`config.mk`:
```
export PLATFORM = sky130hd
export DESIGN_NAME = c_aware_bracket_matcher_core_flat
export DESIGN_NICKNAME = d
export VERILOG_FILES = /design/src/sv/cabm_pkg.sv /design/src/sv/cabm_ifs.sv /design/src/sv/cabm_front.sv /design/src/sv/cabm_queue.sv /design/src/sv/cabm_back.sv /design/src/sv/c_aware_bracket_matcher_core.sv /design/src/flat_wrapper.sv
export SDC_FILE = /design/constraint.sdc
export NUM_CORES = 1
export LEC_CHECK = 0
export ABC_AREA = 1
export BUFFER_PORTS_ARGS = -buffer_cell sky130_fd_sc_hd__buf_4
export CORE_MARGIN = 2
export CORE_UTILIZATION = 55
export DETAILED_ROUTE_END_ITERATION = 6
export GPL_TIMING_DRIVEN = 0
export PLACE_DENSITY = 0.81
export SYNTH_ARGS = -nofsm -noshare
export SYNTH_HDL_FRONTEND = slang
export SYNTH_SLANG_ARGS = --single-unit
```
`constraint.sdc`:
```
create_clock -name clock -period 2.4 [get_ports clock]
set_input_delay 0.12 -clock clock [delete_from_list [all_inputs] [get_ports clock]]
set_output_delay 0.12 -clock clock [all_outputs]
set_load 0.05 [all_outputs]
```
`src/sv/cabm_pkg.sv`:
```
`timescale 1ns / 1ps
// Shared types, constants and lexical tables of the C-aware bracket matcher.
// Depends on nothing; every other file of the block imports it.
package cabm_pkg;

   // Width of the nesting counter; the result field depth shows its low 16 bits.
   localparam int DEPTH_BITS  = 16;
   localparam int DEPTH_OUT_W = 16;

   // Decoupling queue between the classifier and the execution stage.
   localparam int QUEUE_DEPTH = 2;
   localparam int QPTR_W      = $clog2(QUEUE_DEPTH);
   localparam int QCNT_W      = $clog2(QUEUE_DEPTH + 1);

   localparam int FWD_STATES  = 9;
   localparam int BWD_STATES  = 8;
   localparam int CLASS_COUNT = 7;

   typedef logic [DEPTH_BITS-1:0] nest_type;
   typedef logic [3:0]            lex_state_type;
   typedef logic [7:0]            char_type;

   typedef enum logic {
      CMD_BEGIN = 1'b0,
      CMD_SCAN  = 1'b1
   } cmd_type;

   typedef enum logic [2:0] {
      CLS_BSLASH  = 3'd0,
      CLS_SLASH   = 3'd1,
      CLS_QUOTE   = 3'd2,
      CLS_DQUOTE  = 3'd3,
      CLS_STAR    = 3'd4,
      CLS_NEWLINE = 3'd5,
      CLS_OTHER   = 3'd6
   } char_class_type;

   localparam char_type CH_BSLASH  = 8'h5c;
   localparam char_type CH_SLASH   = 8'h2f;
   localparam char_type CH_QUOTE   = 8'h27;
   localparam char_type CH_DQUOTE  = 8'h22;
   localparam char_type CH_STAR    = 8'h2a;
   localparam char_type CH_NEWLINE = 8'h0a;
   localparam char_type CH_LPAREN  = 8'h28;
   localparam char_type CH_RPAREN  = 8'h29;
   localparam char_type CH_LANGLE  = 8'h3c;
   localparam char_type CH_RANGLE  = 8'h3e;
   localparam char_type CH_LSQUARE = 8'h5b;
   localparam char_type CH_RSQUARE = 8'h5d;
   localparam char_type CH_LCURLY  = 8'h7b;
   localparam char_type CH_RCURLY  = 8'h7d;
   localparam char_type CH_LOWER_A = 8'h61;
   localparam char_type CH_LOWER_Z = 8'h7a;
   localparam char_type CASE_DELTA = 8'h20;

   // One classified item as it travels from the front end to the back end.
   typedef struct packed {
      logic           is_begin;
      char_type       chr;
      char_class_type cls;
      char_type       partner;
      logic           backward;
      logic           is_bracket;
   } scan_entry_type;

   // Forward scan: next lexical state by state and character class.
   localparam lex_state_type FWD_NEXT [FWD_STATES][CLASS_COUNT] = '{
      '{4'd0, 4'd1, 4'd4, 4'd6, 4'd0, 4'd0, 4'd0},
      '{4'd0, 4'd8, 4'd4, 4'd6, 4'd2, 4'd0, 4'd0},
      '{4'd2, 4'd2, 4'd2, 4'd2, 4'd3, 4'd2, 4'd2},
      '{4'd2, 4'd0, 4'd2, 4'd2, 4'd3, 4'd2, 4'd2},
      '{4'd5, 4'd4, 4'd0, 4'd4, 4'd4, 4'd0, 4'd4},
      '{4'd4, 4'd4, 4'd4, 4'd4, 4'd4, 4'd4, 4'd4},
      '{4'd7, 4'd6, 4'd6, 4'd0, 4'd6, 4'd0, 4'd6},
      '{4'd6, 4'd6, 4'd6, 4'd6, 4'd6, 4'd6, 4'd6},
      '{4'd8, 4'd8, 4'd8, 4'd8, 4'd8, 4'd0, 4'd8}
   };
   localparam logic FWD_SKIP [FWD_STATES] = '{
      1'b0, 1'b0, 1'b1, 1'b1, 1'b1, 1'b1, 1'b1, 1'b1, 1'b1
   };

   // Backward scan: same classes, states mirrored for reverse order.
   localparam lex_state_type BWD_NEXT [BWD_STATES][CLASS_COUNT] = '{
      '{4'd0, 4'd1, 4'd4, 4'd6, 4'd0, 4'd0, 4'd0},
      '{4'd0, 4'd1, 4'd4, 4'd6, 4'd2, 4'd0, 4'd0},
      '{4'd2, 4'd2, 4'd2, 4'd2, 4'd3, 4'd2, 4'd2},
      '{4'd2, 4'd0, 4'd2, 4'd2, 4'd3, 4'd2, 4'd2},
      '{4'd4, 4'd4, 4'd5, 4'd4, 4'd4, 4'd5, 4'd4},
      '{4'd4, 4'd0, 4'd0, 4'd0, 4'd0, 4'd0, 4'd0},
      '{4'd6, 4'd6, 4'd6, 4'd7, 4'd6, 4'd7, 4'd6},
      '{4'd6, 4'd0, 4'd0, 4'd0, 4'd0, 4'd0, 4'd0}
   };
   localparam logic BWD_SKIP [BWD_STATES] = '{
      1'b0, 1'b0, 1'b1, 1'b1, 1'b1, 1'b0, 1'b1, 1'b0
   };

   function automatic char_class_type classify(char_type c);
      char_class_type cls;
      case (c)
         CH_BSLASH:  cls = CLS_BSLASH;
         CH_SLASH:   cls = CLS_SLASH;
         CH_QUOTE:   cls = CLS_QUOTE;
         CH_DQUOTE:  cls = CLS_DQUOTE;
         CH_STAR:    cls = CLS_STAR;
         CH_NEWLINE: cls = CLS_NEWLINE;
         default:    cls = CLS_OTHER;
      endcase
      return cls;
   endfunction

   function automatic char_type fold(char_type c, logic enable);
      char_type r;
      r = c;
      if (enable && c >= CH_LOWER_A && c <= CH_LOWER_Z) begin
         r = c - CASE_DELTA;
      end
      return r;
   endfunction

   function automatic logic [DEPTH_OUT_W-1:0] depth_field(nest_type n);
      logic [31:0] wide;
      wide = 32'(n);
      return wide[DEPTH_OUT_W-1:0];
   endfunction

endpackage

```
`src/sv/cabm_ifs.sv`:
```
`timescale 1ns / 1ps
// Valid/ready channel interfaces of the bracket matcher: request, response
// and register write. Uses the types of cabm_pkg.
interface cabm_req_if import cabm_pkg::*; ();
   logic     valid;
   logic     ready;
   logic     cmd;
   char_type char_in;

   modport source (output valid, cmd, char_in, input ready);
   modport sink   (input valid, cmd, char_in, output ready);
endinterface

interface cabm_rsp_if import cabm_pkg::*; ();
   logic                   valid;
   logic                   ready;
   logic                   found;
   logic                   skipped;
   logic [DEPTH_OUT_W-1:0] depth;
   logic                   backward;
   logic                   is_bracket;

   modport source (output valid, found, skipped, depth, backward, is_bracket,
                   input ready);
   modport sink   (input valid, found, skipped, depth, backward, is_bracket,
                   output ready);
endinterface

interface cabm_csr_if ();
   logic valid;
   logic ready;
   logic case_fold;

   modport source (output valid, case_fold, input ready);
   modport sink   (input valid, case_fold, output ready);
endinterface

```
`src/sv/cabm_front.sv`:
```
`timescale 1ns / 1ps
// Front end: accepts request transfers and classifies each character.
// Uses cabm_pkg and the request interface.
module cabm_front import cabm_pkg::*; (
   cabm_req_if.sink        req_bus,
   input  logic            q_full,
   output logic            push,
   output scan_entry_type  push_entry
);

   char_type partner;
   logic     backward;
   logic     is_bracket;

   // Bracket decode: openers search forward for their closer, closers search
   // backward for their opener, anything else looks for itself.
   always_comb begin
      partner    = req_bus.char_in;
      backward   = 1'b0;
      is_bracket = 1'b1;
      unique case (req_bus.char_in)
         CH_LPAREN:  partner = CH_RPAREN;
         CH_LANGLE:  partner = CH_RANGLE;
         CH_LSQUARE: partner = CH_RSQUARE;
         CH_LCURLY:  partner = CH_RCURLY;
         CH_RPAREN: begin
            partner  = CH_LPAREN;
            backward = 1'b1;
         end
         CH_RANGLE: begin
            partner  = CH_LANGLE;
            backward = 1'b1;
         end
         CH_RSQUARE: begin
            partner  = CH_LSQUARE;
            backward = 1'b1;
         end
         CH_RCURLY: begin
            partner  = CH_LCURLY;
            backward = 1'b1;
         end
         default: is_bracket = 1'b0;
      endcase
   end

   assign req_bus.ready = !q_full;
   assign push          = req_bus.valid && !q_full;

   always_comb begin
      push_entry.is_begin   = (req_bus.cmd == CMD_BEGIN);
      push_entry.chr        = req_bus.char_in;
      push_entry.cls        = classify(req_bus.char_in);
      push_entry.partner    = partner;
      push_entry.backward   = backward;
      push_entry.is_bracket = is_bracket;
   end

endmodule

```
`src/sv/cabm_queue.sv`:
```
`timescale 1ns / 1ps
// Short FIFO that decouples the front end from the back end.
// Uses the entry type and depth constants of cabm_pkg.
module cabm_queue import cabm_pkg::*; (
   input  logic           clock,
   input  logic           reset,
   input  logic           push,
   input  scan_entry_type push_entry,
   output logic           full,
   input  logic           pop,
   output logic           not_empty,
   output scan_entry_type pop_entry
);

   scan_entry_type          slot_ff [QUEUE_DEPTH];
   logic [QPTR_W-1:0]       wr_ptr_ff, wr_ptr_in;
   logic [QPTR_W-1:0]       rd_ptr_ff, rd_ptr_in;
   logic [QCNT_W-1:0]       count_ff, count_in;

   localparam logic [QPTR_W-1:0] LAST_PTR = QPTR_W'(QUEUE_DEPTH - 1);
   localparam logic [QCNT_W-1:0] FULL_CNT = QCNT_W'(QUEUE_DEPTH);

   assign full      = (count_ff == FULL_CNT);
   assign not_empty = (count_ff != '0);
   assign pop_entry = slot_ff[rd_ptr_ff];

   always_comb begin
      wr_ptr_in = wr_ptr_ff;
      rd_ptr_in = rd_ptr_ff;
      count_in  = count_ff;
      if (push) begin
         wr_ptr_in = (wr_ptr_ff == LAST_PTR) ? '0 : wr_ptr_ff + 1'b1;
      end
      if (pop) begin
         rd_ptr_in = (rd_ptr_ff == LAST_PTR) ? '0 : rd_ptr_ff + 1'b1;
      end
      if (push && !pop) begin
         count_in = count_ff + 1'b1;
      end else if (pop && !push) begin
         count_in = count_ff - 1'b1;
      end
   end

   always_ff @(posedge clock) begin
      if (reset) begin
         wr_ptr_ff <= '0;
         rd_ptr_ff <= '0;
         count_ff  <= '0;
      end else begin
         wr_ptr_ff <= wr_ptr_in;
         rd_ptr_ff <= rd_ptr_in;
         count_ff  <= count_in;
      end
   end

   always_ff @(posedge clock) begin
      if (push) begin
         slot_ff[wr_ptr_ff] <= push_entry;
      end
   end

endmodule

```
`src/sv/cabm_back.sv`:
```
`timescale 1ns / 1ps
// Back end: lexical state machine, nesting counter and the response register.
// Uses cabm_pkg and the response interface.
module cabm_back import cabm_pkg::*; (
   input  logic            clock,
   input  logic            reset,
   input  logic            case_fold,
   input  logic            q_not_empty,
   input  scan_entry_type  q_entry,
   output logic            pop,
   cabm_rsp_if.source      rsp_bus
);

   localparam nest_type NEST_MAX = '1;

   lex_state_type lex_ff, lex_in;
   nest_type      nest_ff, nest_in;
   char_type      start_ff, start_in;
   char_type      partner_ff, partner_in;
   logic          backward_ff, backward_in;
   logic          bracket_ff, bracket_in;
   logic          done_ff, done_in;

   logic                   rsp_valid_ff;
   logic                   found_ff, found_in;
   logic                   skipped_ff, skipped_in;
   logic [DEPTH_OUT_W-1:0] depth_ff, depth_in;
   logic                   rsp_back_ff;
   logic                   rsp_brk_ff;

   lex_state_type st;
   logic          skip;
   lex_state_type st_next;
   logic          is_partner;
   logic          is_start;

   assign pop = q_not_empty && (!rsp_valid_ff || rsp_bus.ready);

   // Table lookup for the latched direction; states outside a table count as
   // normal code.
   always_comb begin
      st = lex_ff;
      if (backward_ff) begin
         if (st >= 4'(BWD_STATES)) begin
            st = '0;
         end
         skip    = BWD_SKIP[st[2:0]];
         st_next = BWD_NEXT[st[2:0]][q_entry.cls];
      end else begin
         if (st >= 4'(FWD_STATES)) begin
            st = '0;
         end
         skip    = FWD_SKIP[st];
         st_next = FWD_NEXT[st][q_entry.cls];
      end
      is_partner = (fold(q_entry.chr, case_fold) == fold(partner_ff, case_fold));
      is_start   = (fold(q_entry.chr, case_fold) == fold(start_ff, case_fold));
   end

   always_comb begin
      lex_in      = lex_ff;
      nest_in     = nest_ff;
      start_in    = start_ff;
      partner_in  = partner_ff;
      backward_in = backward_ff;
      bracket_in  = bracket_ff;
      done_in     = done_ff;
      found_in    = 1'b0;
      skipped_in  = 1'b0;
      if (q_entry.is_begin) begin
         start_in    = q_entry.chr;
         partner_in  = q_entry.partner;
         backward_in = q_entry.backward;
         bracket_in  = q_entry.is_bracket;
         nest_in     = '0;
         lex_in      = '0;
         done_in     = 1'b0;
      end else if (!done_ff) begin
         lex_in     = st_next;
         skipped_in = skip;
         if (!skip) begin
            if (is_partner) begin
               if (nest_ff == '0) begin
                  found_in = 1'b1;
                  done_in  = 1'b1;
               end else begin
                  nest_in = nest_ff - 1'b1;
               end
            end else if (is_start && nest_ff != NEST_MAX) begin
               nest_in = nest_ff + 1'b1;
            end
         end
      end
      depth_in = depth_field(nest_in);
   end

   always_ff @(posedge clock) begin
      if (reset) begin
         lex_ff       <= '0;
         nest_ff      <= '0;
         start_ff     <= '0;
         partner_ff   <= '0;
         backward_ff  <= 1'b0;
         bracket_ff   <= 1'b0;
         done_ff      <= 1'b1;
         rsp_valid_ff <= 1'b0;
      end else begin
         if (pop) begin
            lex_ff      <= lex_in;
            nest_ff     <= nest_in;
            start_ff    <= start_in;
            partner_ff  <= partner_in;
            backward_ff <= backward_in;
            bracket_ff  <= bracket_in;
            done_ff     <= done_in;
         end
         if (pop) begin
            rsp_valid_ff <= 1'b1;
         end else if (rsp_bus.ready) begin
            rsp_valid_ff <= 1'b0;
         end
      end
   end

   always_ff @(posedge clock) begin
      if (pop) begin
         found_ff    <= found_in;
         skipped_ff  <= skipped_in;
         depth_ff    <= depth_in;
         rsp_back_ff <= backward_in;
         rsp_brk_ff  <= bracket_in;
      end
   end

   assign rsp_bus.valid      = rsp_valid_ff;
   assign rsp_bus.found      = found_ff;
   assign rsp_bus.skipped    = skipped_ff;
   assign rsp_bus.depth      = depth_ff;
   assign rsp_bus.backward   = rsp_back_ff;
   assign rsp_bus.is_bracket = rsp_brk_ff;

endmodule

```
`src/sv/c_aware_bracket_matcher_core.sv`:
```
`timescale 1ns / 1ps
// Top level of the C-aware bracket matcher: front end, queue, back end and
// the case-fold register. Uses cabm_pkg, cabm_ifs, cabm_front, cabm_queue, cabm_back.

// A begin transfer (cmd 0) latches the start character and the direction of
// the search; each scan transfer (cmd 1) then carries one character in search
// order, and every request transfer yields exactly one response transfer.
// Characters inside block comments, character quotes and strings, and in a
// forward scan also inside line comments, are reported as skipped and never
// count. While the response side is ready, the block sustains one transfer
// per clock cycle: the front end classifies a character in the cycle it
// arrives and writes it into a two-entry queue, and the back end updates the
// lexical state and nesting count for one entry per cycle into the response
// register. The queue absorbs a stall on the response side, so requests keep
// flowing until both queue entries are occupied. Write case_fold only while
// no response is outstanding; the register port is always ready.

module c_aware_bracket_matcher_core import cabm_pkg::*; (
   input  logic       clock,
   input  logic       reset,
   cabm_req_if.sink   req_bus,
   cabm_rsp_if.source rsp_bus,
   cabm_csr_if.sink   csr_bus
);

   logic           case_fold_ff;
   logic           push;
   scan_entry_type push_entry;
   logic           q_full;
   logic           pop;
   logic           q_not_empty;
   scan_entry_type q_entry;

   // Case-fold control: written by the register port, read by the back end
   // on every comparison against the start and partner characters.
   assign csr_bus.ready = 1'b1;

   always_ff @(posedge clock) begin
      if (reset) begin
         case_fold_ff <= 1'b0;
      end else if (csr_bus.valid) begin
         case_fold_ff <= csr_bus.case_fold;
      end
   end

   cabm_front u_front (
      .req_bus    (req_bus),
      .q_full     (q_full),
      .push       (push),
      .push_entry (push_entry)
   );

   cabm_queue u_queue (
      .clock      (clock),
      .reset      (reset),
      .push       (push),
      .push_entry (push_entry),
      .full       (q_full),
      .pop        (pop),
      .not_empty  (q_not_empty),
      .pop_entry  (q_entry)
   );

   cabm_back u_back (
      .clock       (clock),
      .reset       (reset),
      .case_fold   (case_fold_ff),
      .q_not_empty (q_not_empty),
      .q_entry     (q_entry),
      .pop         (pop),
      .rsp_bus     (rsp_bus)
   );

endmodule

```
`src/flat_wrapper.sv`:
```
// flat-port wrapper written by rule: the top's interface ports become plain ports
module c_aware_bracket_matcher_core_flat import cabm_pkg::*;
  (clock, reset, req_bus_valid, req_bus_cmd, req_bus_char_in, req_bus_ready, rsp_bus_valid, rsp_bus_found, rsp_bus_skipped, rsp_bus_depth, rsp_bus_backward, rsp_bus_is_bracket, rsp_bus_ready, csr_bus_valid, csr_bus_case_fold, csr_bus_ready);
  cabm_req_if req_bus_i ();
  cabm_rsp_if rsp_bus_i ();
  cabm_csr_if csr_bus_i ();
  input  logic clock;
  input  logic reset;
  input wire logic [$bits(req_bus_i.valid)-1:0] req_bus_valid;
  input wire logic [$bits(req_bus_i.cmd)-1:0] req_bus_cmd;
  input wire logic [$bits(req_bus_i.char_in)-1:0] req_bus_char_in;
  output wire logic [$bits(req_bus_i.ready)-1:0] req_bus_ready;
  output wire logic [$bits(rsp_bus_i.valid)-1:0] rsp_bus_valid;
  output wire logic [$bits(rsp_bus_i.found)-1:0] rsp_bus_found;
  output wire logic [$bits(rsp_bus_i.skipped)-1:0] rsp_bus_skipped;
  output wire logic [$bits(rsp_bus_i.depth)-1:0] rsp_bus_depth;
  output wire logic [$bits(rsp_bus_i.backward)-1:0] rsp_bus_backward;
  output wire logic [$bits(rsp_bus_i.is_bracket)-1:0] rsp_bus_is_bracket;
  input wire logic [$bits(rsp_bus_i.ready)-1:0] rsp_bus_ready;
  input wire logic [$bits(csr_bus_i.valid)-1:0] csr_bus_valid;
  input wire logic [$bits(csr_bus_i.case_fold)-1:0] csr_bus_case_fold;
  output wire logic [$bits(csr_bus_i.ready)-1:0] csr_bus_ready;
  assign req_bus_i.valid = req_bus_valid;
  assign req_bus_i.cmd = req_bus_cmd;
  assign req_bus_i.char_in = req_bus_char_in;
  assign req_bus_ready = req_bus_i.ready;
  assign rsp_bus_valid = rsp_bus_i.valid;
  assign rsp_bus_found = rsp_bus_i.found;
  assign rsp_bus_skipped = rsp_bus_i.skipped;
  assign rsp_bus_depth = rsp_bus_i.depth;
  assign rsp_bus_backward = rsp_bus_i.backward;
  assign rsp_bus_is_bracket = rsp_bus_i.is_bracket;
  assign rsp_bus_i.ready = rsp_bus_ready;
  assign csr_bus_i.valid = csr_bus_valid;
  assign csr_bus_i.case_fold = csr_bus_case_fold;
  assign csr_bus_ready = csr_bus_i.ready;
  c_aware_bracket_matcher_core u_core (.clock(clock), .reset(reset), .req_bus(req_bus_i), .rsp_bus(rsp_bus_i), .csr_bus(csr_bus_i));
endmodule
```
==> flow_results.org <==
** Setup path
- STA classifies the critical path startpoint as a flip-flop.
- For the worst setup path, the data arrival time is approximately 2.8 ns.
- Along the worst path, the maximum fanout reaches 7.
- Largest stage delay, worst path :: approximately 0.43 ns
- CP endpoint kind :: flip-flop
- At the worst endpoint, the required time is 2.55 ns.
- In this design, the critical path's most frequently occurring cell is sky130_fd_sc_hd__nand2_4.
- The worst setup path is of the reg -> reg kind.
- Walking the worst path, the cells encountered are inv_4 -> buf_8 -> buf_6 -> nand2_4 -> nand2_4 -> nor2_4 -> nand3_4 -> nand3_4 -> nand2_4 -> nand2_4 -> nand3_4 -> inv_2 -> nand3_2 -> buf_8 -> buf_4 -> nand2_1 -> nand2_2 -> inv_1 -> nand3_2 -> nand3_2 -> inv_1.
- The number of buffers and inverters on the critical path is 8.
- On the critical path, the stage with the largest delay is an instance of sky130_fd_sc_hd__dfxtp_4.
- In this design, the largest share of critical-path delay is due to simple AND/OR/NAND/NOR gates.

** Global routing
- Maximum number of pins on one net before global-route repair :: 30
- In the global route stage, overall resource usage came out at between 20% and 30%.
- Final global-route overflow total :: 0
- Vias in the first global route :: 5547
- Initial antenna violation count :: 0
- First-pass GRT wire length :: 25.9 mm

** Yosys
- Sequential area share after synthesis :: a little under half
- Yosys synthesis warning count :: 0
- The top cell type by area accounts for 31.3% of the synthesized area.
- Top cell type by total area after synthesis :: sky130_fd_sc_hd__edfxtp_1
- Largest cells by area after synthesis :: sky130_fd_sc_hd__edfxtp_1 (31%), sky130_fd_sc_hd__dfxtp_1 (15%), sky130_fd_sc_hd__nand2_1 (9.6%)
- Syn nets :: 803
- The mapped netlist covers 6150 um^2.
- By instance count, the leading cell after synthesis is sky130_fd_sc_hd__nand2_1.
- Of all flip-flops after synthesis, the portion carrying an async set or reset was 0%.
- Synthesis handed over a netlist of around 800 instances.
- Average cell area after synthesis :: a little under 8 um^2
- Among all flip-flop cells after synthesis, the most frequent one is sky130_fd_sc_hd__edfxtp_1.
- Counting flops and latches in the post-synthesis netlist gives 110.
- Number of flops mapped to enable cells by yosys :: 64
- Ranked by instance count, the synthesized netlist is headed by sky130_fd_sc_hd__nand2_1 (157), sky130_fd_sc_hd__inv_1 (111), sky130_fd_sc_hd__nand3_1 (79).
- Count of different cell masters after synthesis :: 47

** Clock tree
- Num Clock Sinks :: 110
- CTS built an H-tree with a depth of 3.
- Clock latency on the worst-skew pair :: 0.40 ns
- Number of buffers added by the clock tree synthesis step :: 9
- Clock slew seen by the registers of the worst setup and hold paths :: around 0.11 ns
- CTS root buf :: sky130_fd_sc_hd__clkbuf_8
- CTS tree :: done
- No sink is reached through more buffers than the 2 on the longest clock path.

** Placement
- At the placement stage, the worst setup path has a slack of -0.466 ns.
- After detailed placement, the design holds a cell count of 958.
- Input and output buffers added on the ports amount to 35.
- Detail Placement HPWL :: 10.9 mm
- Routability-driven placement finished with a final weighted congestion of between 0.9 and 1.
- Instance area after placement :: 6630 um^2

** STA
- RSZ-0062 raised after global routing :: yes
- Worst clock skew :: 0.0139 ns
- Final Slew Violations :: 0
- Achievable frequency :: 377 MHz
- Hold is met by 0.0247 ns.
- Minimum clock period :: between 2 and 3 ns
- Measured against its own limit, the worst slew margin works out to between 40% and 50%.
- Once routing completed, OpenROAD measured the worst setup slack at -0.254 ns.
- Total count of hold-check failures in the final report :: 0
- Final number of setup-violating endpoints :: 31
- Slew at the pin closest to its max-slew limit :: 0.897 ns
- Of the available clock period, the critical path in the final layout requires 111%.

** Power
- PD cells :: 1240 nW/um^2
- Leakage Power :: 0.00320 uW
- Peak ir drop on the vdd network :: 862 uV
- Pwr Total :: 9480 uW

** Detailed routing
- The first detailed-routing pass ran for 5 iterations.
- For this block, the routed nets add up to ~16 mm of wire.
- Routed via count :: approximately 6k
- In this run, the number of DRC markers left after iteration 0 of detailed routing was 495.
- Mean routed wirelength per cell :: 16.3 um
- Antenna-violating nets left :: 0
- After detailed routing, the number of remaining DRC violations is 0.
- Using the TritonRoute via totals, the vias-per-cell ratio works out to 5.80.

** Cells and area
- Layout overhead on the synthesized area :: 24.7%
- # nets final :: approximately 890
- Non-Filler Instances :: a little over 1k
- Layout cells sized above 1 :: about 24%
- The layout has 821 filler cells.
- The finished cells cover around 7700 um^2.
- The number of antenna diodes in the final layout is 0.

** Floorplanning
- The total area inside the core boundary comes to between 10000 and 15000 um^2.
- Die height :: 110 um
- Initial cell density of the core :: a little under three fifths
- Top-level I/O count :: 38
- Chip Width :: between 100 and 150 um
- After floorplanning, the core was divided into 38 placement rows.
- The floorplan step defined a die boundary enclosing 12000 um^2.

** Flow run
- Max-cap violations in this run came to 0.

** Status
- Status :: complete, but fails checks
- Violations in the final reports :: negative setup slack

** Min path
- Class of the tightest hold or removal check :: in -> reg
==> state kept, by name, indices dropped and copies added, names as in the netlist, 2 cells and up, named ones only <==
register                     flops
u_core.u_queue.slot_ff          44
u_core.u_back.nest_ff           16
u_core.u_back.rsp_bus.depth     16
u_core.u_back.partner_ff         8
u_core.u_back.start_ff           8
u_core.u_back.lex_ff             4
u_core.u_queue.count_ff          2
==> placed cells by master (no fill, tap or decap), drive strengths merged, types with 6 or more instances in the layout <==
cell         instances
a21oi               42
nand3b               8
edfxtp              64
o21bai               7
xor2                 6
dfxtp               46
nand4               19
ha                   7
nor3                18
nand3               85
nor2                63
dlygate4sd3         11
nor4                 6
inv                122
clkbuf              30
nand2              174
buf                 67
a31oi               12
o21ai               54
==> final cells by class <==
type	count	area [um^2]	area share, %
plain buffers	29	161	2.11
clock buffers	9	124	1.62
clock inverters	7	70.1	0.914
inverters	117	444	5.79
multi-input cells	526	3220	42.0
flip-flops and latches	110	2850	37.1
well taps	140	175	2.28
repair buffers	70	626	8.16
==> worst paths after layout <==
| kind | start | endpoint | slack (ns) | cells past startpoint |
|---|---|---|---|---|
| setup / recovery | flip-flop | u_core.u_back.rsp_bus.depth[4]$_DFFE_PP_ | -0.25 | 21 |
| hold / removal | rsp_bus_ready | u_core.u_back.rsp_bus.valid$_SDFFE_PP0P_ | 0.02 | 4 |
| setup reg to reg | flip-flop | u_core.u_back.rsp_bus.depth[4]$_DFFE_PP_ | -0.25 | 21 |
| hold reg to reg | u_core.u_queue.rd_ptr_ff$_SDFFE_PP0P_ | flip-flop | 0.48 | 1 |
==> report_power, final <==
| part | switching, uW | internal, uW | total, uW |
|---|---|---|---|
| sequential | 449 | 2670 | 3120 |
| clock | 708 | 410 | 1120 |
| combinational | 3550 | 1680 | 5230 |
| total | 4710 | 4770 | 9480 |
==> cell families after synthesis <==
family,synth area share [%]
AO/OA/AOI/OAI,12.0
XOR/XNOR,1.28
adder cells (fa/ha/maj),1.42
buffers and inverters,9.53
flip-flops,46.2
other,0.0610
AND/OR/NAND/NOR,29.4
==> through the flow <==
step	utilization, %	setup TNS [ns]
finish	70.4	-4.98
global route	70.4	-9.01
CTS	67.7	-3.68
detailed placement	60.9	-14.08
global placement	60.5	-17.66
floorplan	-	0
==> worst min-delay path, cell delays in order <==
cell,delay [ns]
sky130_fd_sc_hd__buf_4,0.08
sky130_fd_sc_hd__nor2_1,0.05
sky130_fd_sc_hd__nor2_1,0.10
sky130_fd_sc_hd__nor2_1,0.04
==> what timing repair did <==
item,in CTS,in global routing
pin swaps,27,30
endpoints found under the setup margin,51,37
gates resized for setup,54,74
cloned,2,0
hold buffers,11,0
buffers inserted,18,3
hold endpoints to repair,19,0
==> routing by layer <==
metal  GRT usage [%]  vias to the layer above  part of all wire (%)  routed length [um]
li1                -                     2791                     -                   -
met1            31.2                     2725                    40                6580
met2            50.1                      274                    51                8450
met3            6.64                       58                   6.1                1000
met4            11.5                        0                   2.8                 455
met5               0                        -                     0                   0
Note: power is estimated with default switching activity, not from simulation.
